===== src/scf_pkg.sv =====
// Shared types and constants for the spectral centroid / flux block.
// No dependencies.
package scf_pkg;
	localparam int FftSize = 4096;
	localparam int SampleWidth = 24;
	localparam int Bins = FftSize / 2;
	localparam int BinIdxW = $clog2(Bins);
	localparam int BinCntW = $clog2(Bins + 2);
	localparam int MagW = 24;
	localparam int SqW = 2 * SampleWidth + 1;
	localparam int WsumW = 45;
	localparam int SumW = 35;
	localparam int CenW = 20;
	localparam int QDepth = 4;
	localparam int QPtrW = $clog2(QDepth);

	// work item between the front and back parts
	typedef struct packed {
		logic [SampleWidth-1:0] re_abs;
		logic [SampleWidth-1:0] im_abs;
		logic                   use_bin;
		logic [BinCntW-1:0]     bin;
		logic                   last;
	} scf_item_t;

	typedef enum logic [2:0] {
		B_IDLE, B_SQRT, B_RDMEM, B_ACC, B_DIV, B_OUT
	} back_state_t;
endpackage


===== src/scf_front.sv =====
// Front part: accepts bins, takes absolute values, tracks bin index, feeds queue.
// Depends on scf_pkg.
module scf_front (
	input  logic                                 clk,
	input  logic                                 arst_n,
	input  logic                                 in_valid,
	output logic                                 in_ready,
	input  logic [2*scf_pkg::SampleWidth-1:0]    in_data,
	input  logic                                 in_last,
	output logic                                 q_valid,
	input  logic                                 q_ready,
	output scf_pkg::scf_item_t                   q_item
);
	scf_pkg::scf_item_t mem_q [scf_pkg::QDepth];
	logic [scf_pkg::QPtrW:0] wp_q, rp_q;
	logic [scf_pkg::BinCntW-1:0] bin_q;
	logic push, pop;
	logic [scf_pkg::SampleWidth-1:0] re, im;
	scf_pkg::scf_item_t nw;

	function automatic logic [scf_pkg::SampleWidth-1:0] absv(
		input logic [scf_pkg::SampleWidth-1:0] v);
		absv = v[scf_pkg::SampleWidth-1] ? (~v + 1'b1) : v;
	endfunction

	assign re = in_data[scf_pkg::SampleWidth-1:0];
	assign im = in_data[2*scf_pkg::SampleWidth-1:scf_pkg::SampleWidth];
	assign in_ready = (wp_q - rp_q) != (scf_pkg::QPtrW+1)'(scf_pkg::QDepth);
	assign q_valid = wp_q != rp_q;
	assign push = in_valid && in_ready;
	assign pop = q_valid && q_ready;
	assign q_item = mem_q[rp_q[scf_pkg::QPtrW-1:0]];

	always_comb begin
		nw.re_abs = absv(re);
		nw.im_abs = absv(im);
		nw.use_bin = bin_q <= scf_pkg::BinCntW'(scf_pkg::Bins);
		nw.bin = bin_q;
		nw.last = in_last;
	end

	always_ff @(posedge clk) begin
		if (push) mem_q[wp_q[scf_pkg::QPtrW-1:0]] <= nw;
	end

	always_ff @(posedge clk or negedge arst_n) begin
		if (!arst_n) begin
			wp_q <= '0;
			rp_q <= '0;
			bin_q <= scf_pkg::BinCntW'(1);
		end else begin
			if (push) begin
				wp_q <= wp_q + 1'b1;
				// advance, hold past the last bin, restart at frame end
				if (in_last) bin_q <= scf_pkg::BinCntW'(1);
				else if (nw.use_bin) bin_q <= bin_q + 1'b1;
			end
			if (pop) rp_q <= rp_q + 1'b1;
		end
	end
endmodule


===== config.mk =====
export PLATFORM = sky130hd
export DESIGN_NAME = scf_front
export DESIGN_NICKNAME = d
export VERILOG_FILES = /design/src/scf_pkg.sv /design/src/scf_front.sv
export SDC_FILE = /design/constraint.sdc
export NUM_CORES = 1
export LEC_CHECK = 0
export BUFFER_PORTS_ARGS = -buffer_cell sky130_fd_sc_hd__buf_2
export CAP_MARGIN = 20
export CELL_PAD_IN_SITES_DETAIL_PLACEMENT = 0
export CELL_PAD_IN_SITES_GLOBAL_PLACEMENT = 2
export CORE_UTILIZATION = 44
export DETAILED_ROUTE_END_ITERATION = 8
export GPL_TIMING_DRIVEN = 0
export HOLD_SLACK_MARGIN = 0.02
export PLACE_DENSITY = 0.83
export SETUP_SLACK_MARGIN = 0.3
export SKIP_LAST_GASP = 1
export SLEW_MARGIN = 20
export SYNTH_ARGS = -nofsm -noshare
export SYNTH_HDL_FRONTEND = slang
export SYNTH_SLANG_ARGS = --single-unit

===== constraint.sdc =====
create_clock -name clk -period 5.05 [get_ports clk]
set_input_delay 1.01 -clock clk [delete_from_list [all_inputs] [get_ports clk]]
set_output_delay 1.01 -clock clk [all_outputs]
set_load 0.1 [all_outputs]

==> results of run 1 <==
-- logic make-up after synthesis --
family                     after synthesis  synth area share
adders and majority gates               11            0.0123
and+or+nand+nor                        103            0.0521
muxes                                   66             0.129
DFF                                    266             0.706
buffers and inverters                   43            0.0158
AOI/OAI and AO/OA                       61            0.0475
xor gates and xnor gates                48            0.0376
-- sequential cells by signal, indices dropped and copies added (netlist names) --
| name | flops |
|---|---|
| wp_q | 3 |
| mem_q | 248 |
| bin_q | 12 |
| rp_q | 3 |
-- metal layers --
layer	routed length, um	vias to the layer above	global-route usage	part of all wire
li1	-	2754	-	-
met1	9420	3109	0.234	0.43
met2	11100	159	0.300	0.50
met3	1160	31	0.0252	0.052
met4	340	0	0.0412	0.015
met5	0	-	0	0
-- area by class of cell --
cell class                 instances  area [um^2]
inverter                          14         55.1
clock inverter                    16         73.8
fill                            1977        11600
timing repair buffer             120          668
clock buffer                      30          687
sequential                       266         7900
buffer                            29          124
tap                              324          405
multi-input combinational        289         3120
-- final timing paths --
path | endpoint | slack, ns | depth (start not counted)
min in group clk | rp_q[2] | 0.50 | 1
max reg2reg | mem_q[3][44] | 0.97 | 11
min reg2reg | rp_q[2] | 0.50 | 1
max in group asynchronous | bin_q[0] | 4.26 | 1
min | wp_q[2] | 0.44 | 1
max | q_valid | 0.90 | 8
-- worst max-delay path, delay by kind of cell, from the launching register on --
kind / cells / cell delay (ns)
flip-flops: 1 / 0.35
AND/OR/NAND/NOR: 2 / 0.28
buffers and inverters: 5 / 1.70
adder cells (fa/ha/maj): 1 / 0.29
-- layout by cell type (no fill, tap or decap), drive strengths merged, types with 2 or more instances in the layout --
cell type	instances
or2	3
mux4	62
nand4	3
clkinv	15
buf	133
and2	4
nor2	11
a2111oi	2
mux2i	2
xnor2	48
ha	11
nor3	6
and3	2
nand3	3
o41ai	21
inv	14
nand2b	8
o221ai	4
nand2	28
or3	8
o21ai	10
dfrtp	17
nor2b	3
clkbuf	46
or4	11
o31ai	15
o211ai	4
mux2	2
nand3b	3
edfxtp	248
nor4	6
-- metrics by stage --
step           hold slack [ns]  setup slack [ns]  setup TNS [ns]
3_5_place_dp             0.490             0.933               0
4_1_cts                  0.426             0.793               0
2_1_floorplan            0.465             0.975               0
5_1_grt                  0.451             0.642               0
6_report                 0.436             0.901               0
3_3_place_gp             0.484            -0.717         -130.80
==> qor.yml, run 1 <==
logic_synthesis:
  synthCells: 598
  syn-cell-area_um2: 11200
  synth_common_cells: "248 x edfxtp_1, 62 x mux4_2, 48 x xnor2_1"
  netlist.top_cell.by_area: "edfxtp_1"
  yosys_warnings: 0
  synthFlopType: "edfxtp_1"
  synth_async_sr_flop_share: 0.0677
  syn_nets: 662
  yosys_register_bits: 266
  syn_area_per_cell_um2: 18.7
  yosysMostFrequentCell: "edfxtp_1"
  ys_seq_area_frac: 0.706
  synth_area_leaders: "edfxtp_1 67%, mux4_2 12%, dfrtp_1 3.8%"
  synth_top_area_frac: 0.666
  ys_types: 47
  synth_edf_count: 248
finish:
  antenna_cells: 0
  final_area_um2: 13000
  fin_nets: 811
  drive_gt1_frac: 0.321
  fin_cells: 1088
  syn_to_final_growth_pct: 16.5
  final_util: 0.530
setup_path:
  crit_path_max_fanout: 10
  cp.arrival_ns: 3.14
  crit_path_top_delay_cell: "clkbuf_1"
  r2r_start: "rp_q[1]"
  crit_path_start_kind: "flip-flop"
  required_ns: 4.04
  crit_type: "flip-flop to output pin"
  path_cells: "clkbuf_1 -> clkbuf_1 -> inv_1 -> ha_1 -> and2_1 -> clkbuf_1 -> nand2_1 -> buf_2"
  crit_path_end_kind: "output pin"
  critPathLaunch: "rp_q[1]"
  max_stage_delay_ns: 0.53
  path_common_cell: "clkbuf_1"
route:
  viasPerCell: 5.56
  drc_errors: 0
  routed_wl_mm: 22.0
  avgRoutedWirePerCell_um: 20.3
  via_count: 6053
  drtAntennaViolNets: 0
  first_pass_iters: 5
  drt_iter0_drc: 423
floorplan:
  core_um2: 24600
  dieHeight_um: 161
  ios: 117
  die_x_um: 161
  rows: 57
  die_area_um2: 26100
  start_util: 0.455
clock_tree:
  cts_buffers: 27
  cts_root_buffer: "clkbuf_16"
  post_cts_resized: 0
  cts_tree: "built"
  cts_hold_buf: 0
  postCtsSetupBuffers: 0
  clkTransAtPathRegs_ns: 0.06
  clock-sinks: 266
  cts_buffer_depth: 3
  htree_levels: 1
  clk_latency_ns: 0.52
placement:
  port_buffers: 116
  gp_congestion: 0.797
  place_area_um2: 12300
  dp_cells: 1042
  dp_hpwl_mm: 14.4
timing:
  slew_viol_final: 0
  fin_crit_ns: 4.15
  timing.fmax_mhz: 241
  tightest_slew_ns: 0.927
  finalCritPeriodShare: 0.821
  rsz0062_at_grt: "no"
  finalClockSkew_ns: 0.0111
  hold_viol_final: 0
  setup_viol_count_final: 0
  max_slew_margin: 0.382
global_routing:
  grt_usage: 0.174
  grt_pass1_wl_mm: 35.0
  antenna_found_initial: 0
  overflow: 0
  grt_max_degree: 45
  grt_pass1_vias: 6364
hold_path:
  hp-class: "input port to asynchronous set/reset pin"
outcome:
  status: "finished, final reports clean"
run:
  drv_cap: 0
Power of run 1 is left out: the tool's default activity adds up to more than one toggle a clock period on the data nets, which glitch-free logic cannot reach.
==> run 2, diff against run 1 <==
- ABC_AREA: not set -> 1
- CORE_UTILIZATION: 44 -> 39
- clock period: 5.05 -> 4.4 ns (I/O delays scaled with it)
==> qor.yml, run 2 <==
setup_path:
  r2r_start: "rp_q[1]"
  critPathLaunch: "rp_q[1]"
  reg2reg_to: "mem_q[3][32]"
  crit_type: "flip-flop to output pin"
  max_stage_delay_ns: 0.45  # -0.08 ns
  crit_path_max_fanout: 10  # unchanged
  path_common_cell: "buf_2"
  cp.arrival_ns: 3.01  # -0.13 ns
  rrSetupSlack_ns: 0.89  # -0.08 ns
  crit_path_top_delay_cell: "buf_2"
  cp-endpoint: "in_ready"
  worstRegToRegCells: 11  # unchanged
  required_ns: 3.52  # -0.52 ns
  path_cells: "buf_2 -> clkinv_1 -> buf_2 -> ha_1 -> a21oi_1 -> nand2_1 -> nand3_2 -> buf_2"
  crit_path_end_kind: "output pin"
  crit_path_start_kind: "flip-flop"
timing:
  setup_tns_ns: 0  # unchanged
  timing.fmax_mhz: 257
  finalClockSkew_ns: 0.00781  # -0.00326 ns
  max_slew_margin: 0.480  # +0.0984
  finalCritPeriodShare: 0.883
  fin_crit_ns: 3.89
  rsz0062_at_grt: "no"
  setup_viol_count_final: 0  # unchanged
  tightest_slew_ns: 0.778  # -0.149 ns
  slew_viol_final: 0  # unchanged
  setup_ws_ns: 0.513  # -0.389 ns
  hold_viol_final: 0  # unchanged
placement:
  pre_cts_ws_ns: 0.850  # -0.0828 ns
  dp_cells: 1566  # +50%
  gp_congestion: 0.792  # -0.61%
  dp_hpwl_mm: 19.7  # +37%
  port_buffers: 115  # -0.86%
logic_synthesis:
  syn_nets: 1119  # +69%
  synth_area_leaders: "edfxtp_1 64%, o21ai_0 5.9%, nor2_1 5.7%"
  ys_seq_area_frac: 0.676  # -0.0299
  synth_edf_count: 248  # unchanged
  syn_area_per_cell_um2: 11.1  # -41%
  synth_top_area_frac: 0.637  # -0.0282
  yosysMostFrequentCell: "edfxtp_1"
  synth_common_cells: "248 x edfxtp_1, 177 x nor2_1, 158 x nand2_1"
  netlist.top_cell.by_area: "edfxtp_1"
  synthCells: 1055  # +76%
  yosys_warnings: 0  # unchanged
  synthFlopType: "edfxtp_1"
  synth_async_sr_flop_share: 0.0677  # unchanged
  ys_types: 33  # -30%
  syn-cell-area_um2: 11700  # +4.4%
  yosys_register_bits: 266  # unchanged
finish:
  syn_to_final_growth_pct: 19.2
  largest_register_ffs: 248  # unchanged
  fillers: 2708  # +37%
  antenna_cells: 0  # unchanged
  fin_cells: 1617  # +49%
  layout_commonest_cell: "edfxtp_1"
  fin_nets: 1276  # +57%
  layout_common_cells: "248 x edfxtp_1, 173 x nor2_1, 158 x nand2_1"
  drive_gt1_frac: 0.171  # -0.150
  multi_input_area_um2: 3340  # +7.1%
  regArea_um2: 7900  # unchanged
floorplan:
  ios: 117  # unchanged
  start_util: 0.402  # -0.0531
  die_x_um: 175  # +8.4%
  core_um2: 29100  # +18%
  dieHeight_um: 175  # +8.4%
  die_area_um2: 30700  # +18%
  rows: 62  # +8.8%
global_routing:
  grt_max_degree: 24  # -47%
  antenna_found_initial: 0  # unchanged
  grt_usage: 0.191  # +0.0170
  grt_pass1_vias: 8081  # +27%
  overflow: 0  # unchanged
  grt_pass1_wl_mm: 45.0  # +29%
clock_tree:
  cts_buffers: 28  # +3.7%
  cts_root_buffer: "clkbuf_16"
  cts_tree: "built"
  cts_hold_buf: 0  # unchanged
  clock-sinks: 266  # unchanged
  clkTransAtPathRegs_ns: 0.06  # about the same
  cts_buffer_depth: 3  # unchanged
  postCtsSetupBuffers: 0  # unchanged
  post_cts_resized: 0  # unchanged
  htree_levels: 1  # unchanged
  clk_latency_ns: 0.54  # +0.02 ns
route:
  avgRoutedWirePerCell_um: 18.0  # -11%
  viasPerCell: 5.08  # -8.6%
  drc_errors: 0  # unchanged
  routed_wl_mm: 29.1  # +32%
  via_count: 8219  # +36%
  first_pass_iters: 5  # unchanged
  drt_iter0_drc: 553  # +31%
  drtAntennaViolNets: 0  # unchanged
run:
  drv_cap: 0  # unchanged
outcome:
  status: "finished, final reports clean"
hold_path:
  hp-class: "input port to asynchronous set/reset pin"
==> run 2: worst min path at each step <==
| stage | startpoint | endpoint | slack, ns | cells after the start |
|---|---|---|---|---|
| floorplan | bin_q[0] | bin_q[0] | 0.50 | 2 |
| global placement | bin_q[0] | bin_q[0] | 0.54 | 2 |
| detailed placement | bin_q[0] | bin_q[0] | 0.55 | 2 |
| CTS | arst_n | bin_q[7] | 0.29 | 1 |
| global route | arst_n | bin_q[6] | 0.30 | 1 |
| finish | arst_n | bin_q[7] | 0.29 | 1 |
==> run 2: metal layers <==
| layer | vias to the layer above | global-route usage | share of wire |
|---|---|---|---|
| li1 | 4028 | - | - |
| met1 | 3941 | 0.269 | 0.47 |
| met2 | 210 | 0.317 | 0.47 |
| met3 | 40 | 0.0237 | 0.044 |
| met4 | 0 | 0.0409 | 0.017 |
| met5 | - | 0 | 0 |
==> run 2: critical path: cells and delay by family, from the launching register on <==
family          cells  cell delay (ns)
buf+inv             4             1.44
flops               1             0.34
fa+ha+maj           1             0.32
compound gates      1             0.16
simple gates        2             0.21
==> run 2: cell families (layout without fill, tap and decap cells) <==
group                    after synthesis  after routing  synth area share
AND/OR/NAND/NOR                      429            429             0.156
AO/OA/AOI/OAI                        208            208            0.0960
buffers and inverters                114            292            0.0404
adder cells (fa/ha/maj)               11             11            0.0118
flip-flops                           266            266             0.676
XOR/XNOR                              27             27            0.0202
==> run 2: per-stage QoR <==
| step | util | cell area (um^2) | hold WS, ns |
|---|---|---|---|
| 2_1_floorplan | - | 11700 | 0.496 |
| 3_3_place_gp | 0.438 | 12700 | 0.540 |
| 3_5_place_dp | 0.449 | 13100 | 0.552 |
| 4_1_cts | 0.479 | 13900 | 0.293 |
| 5_1_grt | 0.479 | 13900 | 0.301 |
| 6_report | 0.479 | 13900 | 0.287 |
==> run 2: cell type report <==
| type | instances | share of cell area |
|---|---|---|
| Clock buffer | 44 | 0.0576 |
| Clock inverter | 7 | 0.00422 |
| Timing Repair Buffer | 127 | 0.0629 |
| Buffer | 47 | 0.0158 |
| Multi-Input combinational cell | 675 | 0.240 |
| Tap cell | 384 | 0.0345 |
| Inverter | 67 | 0.0181 |
| Sequential cell | 266 | 0.567 |
Power of run 2 is left out for the same reason.
==> run 3, diff against run 2 <==
- ABC_AREA: 1 -> not set
- CORE_ASPECT_RATIO: not set -> 0.75
- CORE_UTILIZATION: 39 -> 44
==> qor.yml, run 3 (synthesis gave the netlist of run 1 again) <==
outcome:
  status: "complete, but fails checks"
  violations: "DRC"
route:
  routed.top_layer: "met4"
  drt_iter0_drc: 437  # -21%
  routed-wl-met2_mm: 10.5  # -23%
  dr_wl_met3_mm: 1.64  # +27%
  avgRoutedWirePerCell_um: 20.4  # +13%
  viasPerCell: 5.48  # +7.7%
  drtAntennaViolNets: 0  # unchanged
  first_pass_iters: 6  # +1
  routed_wl_mm: 22.5  # -23%
  via_count: 6046  # -26%
  met1Wirelength_mm: 10.1  # -27%
  drc_errors: 1  # +1
placement:
  dp_cells: 1056  # -33%
  port_buffers: 116  # +0.87%
  place_area_um2: 12300  # -5.8%
  gp_congestion: 0.797  # +0.64%
  dp_hpwl_mm: 14.7  # -26%
setup_path:
  crit_path_end_kind: "output pin"
  reg2reg_to: "mem_q[3][23]"
  r2r_start: "rp_q[1]"
  crit_path_start_kind: "flip-flop"
  required_ns: 3.52  # about the same
  cp.arrival_ns: 2.79  # -0.22 ns
  crit_type: "flip-flop to output pin"
  worstRegToRegCells: 11  # unchanged
  critPathLaunch: "rp_q[0]"
  crit_path_max_fanout: 10  # unchanged
  rrSetupSlack_ns: 0.79  # -0.10 ns
floorplan:
  die_x_um: 186  # +6.3%
  core_um2: 25000  # -14%
  die_area_um2: 26100  # -15%
  ios: 117  # unchanged
  start_util: 0.448  # +0.0466
  rows: 50  # -19%
  dieHeight_um: 140  # -20%
timing:
  finalClockSkew_ns: 0.0112  # +0.00337 ns
  tightest_slew_ns: 0.763  # -0.0149 ns
  hold_viol_final: 0  # unchanged
  slew_viol_final: 0  # unchanged
  max_slew_margin: 0.485  # +0.00426
  rsz0062_at_grt: "no"
  fin_crit_ns: 3.67  # -0.217 ns
  finalCritPeriodShare: 0.834  # -0.0494
  setup_tns_ns: 0  # unchanged
  setup_viol_count_final: 0  # unchanged
  timing.fmax_mhz: 272  # +5.9%
clock_tree:
  postCtsSetupBuffers: 0  # unchanged
  cts_root_buffer: "clkbuf_16"
  clkTransAtPathRegs_ns: 0.06  # about the same
  cts_buffer_depth: 3  # unchanged
  cts_hold_buf: 0  # unchanged
  clk_latency_ns: 0.52  # -0.02 ns
  clock-sinks: 266  # unchanged
  htree_levels: 1  # unchanged
  cts_buffers: 26  # -7.1%
  cts_tree: "built"
global_routing:
  grt_pass1_vias: 6170  # -24%
  grt_pass1_wl_mm: 34.9  # -23%
  grt_max_degree: 49  # +100%
  antenna_found_initial: 0  # unchanged
  overflow: 0  # unchanged
  grt_usage: 0.178  # -0.0133
finish:
  fin_nets: 810  # -37%
  fillers: 1983  # -27%
  final_util: 0.529  # +0.0499
  antenna_cells: 0  # unchanged
  final_area_um2: 13200  # -5.2%
  largest_register_ffs: 248  # unchanged
  layout_common_cells: "248 x edfxtp_1, 122 x buf_2, 62 x mux4_2"
  layout_commonest_cell: "edfxtp_1"
  drive_gt1_frac: 0.333  # +0.162
  fin_cells: 1104  # -32%
  syn_to_final_growth_pct: 18.0
hold_path:
  hp-class: "input port to asynchronous set/reset pin"
run:
  drv_cap: 0  # unchanged
run 3: cell types whose count changed in the layout (fill, tap and decap cells not counted), moves of 25 or more:
cell,change
nand3_1,-54
nor2_1,-162
mux4_2,+62
inv_1,-47
nand2_1,-130
clkbuf_1,-25
o22ai_1,-62
o21ai_0,-127
xnor2_1,+41
run 3: final cells by class:
| class | count | area [um^2] | area share |
|---|---|---|---|
| buffer | 29 | 128 | 0.00967 |
| multi-input combinational | 289 | 3120 | 0.236 |
| sequential | 266 | 7900 | 0.598 |
| timing repair buffer | 120 | 691 | 0.0523 |
| tap | 338 | 423 | 0.0320 |
| inverter | 14 | 55.1 | 0.00417 |
| clock inverter | 18 | 198 | 0.0150 |
| clock buffer | 30 | 687 | 0.0520 |
run 3: layer usage:
layer / GRT usage / up-vias
li1: - / 2754
met3: 0.0406 / 23
met2: 0.276 / 205
met4: 0.0328 / 0
met5: 0 / -
met1: 0.260 / 3064
run 3: worst max path at each step:
stage | end | slack, ns | cells after the start
floorplan | mem_q[3][0] | 0.32 | 10
global placement | mem_q[3][30] | -1.31 | 10
detailed placement | mem_q[3][31] | 0.30 | 11
CTS | q_item[47] | 0.32 | 4
global route | q_item[3] | 0.53 | 4
finish | q_item[21] | 0.73 | 4
run 3: timing repair:
| action | in CTS | in global routing |
|---|---|---|
| resized for setup | 1 | 4 |
| endpoints found under the setup margin | 49 | 58 |
| cloned | 0 | 0 |
| endpoints found under the hold margin | 0 | 0 |
run 3: worst max-delay path, stage by stage, from the launching register on:
cell and delay, ns:
dfrtp_1 0.39, clkbuf_1 0.51, buf_2 0.46, mux4_2 0.59
buf_2 0.32
run 3: stage by stage:
step	setup WS [ns]	hold WS (ns)
4_1_cts	0.321	0.299
5_1_grt	0.532	0.326
3_5_place_dp	0.304	0.493
3_3_place_gp	-1.31	0.481
2_1_floorplan	0.325	0.465
6_report	0.730	0.293
Power of run 3 is left out for the same reason.
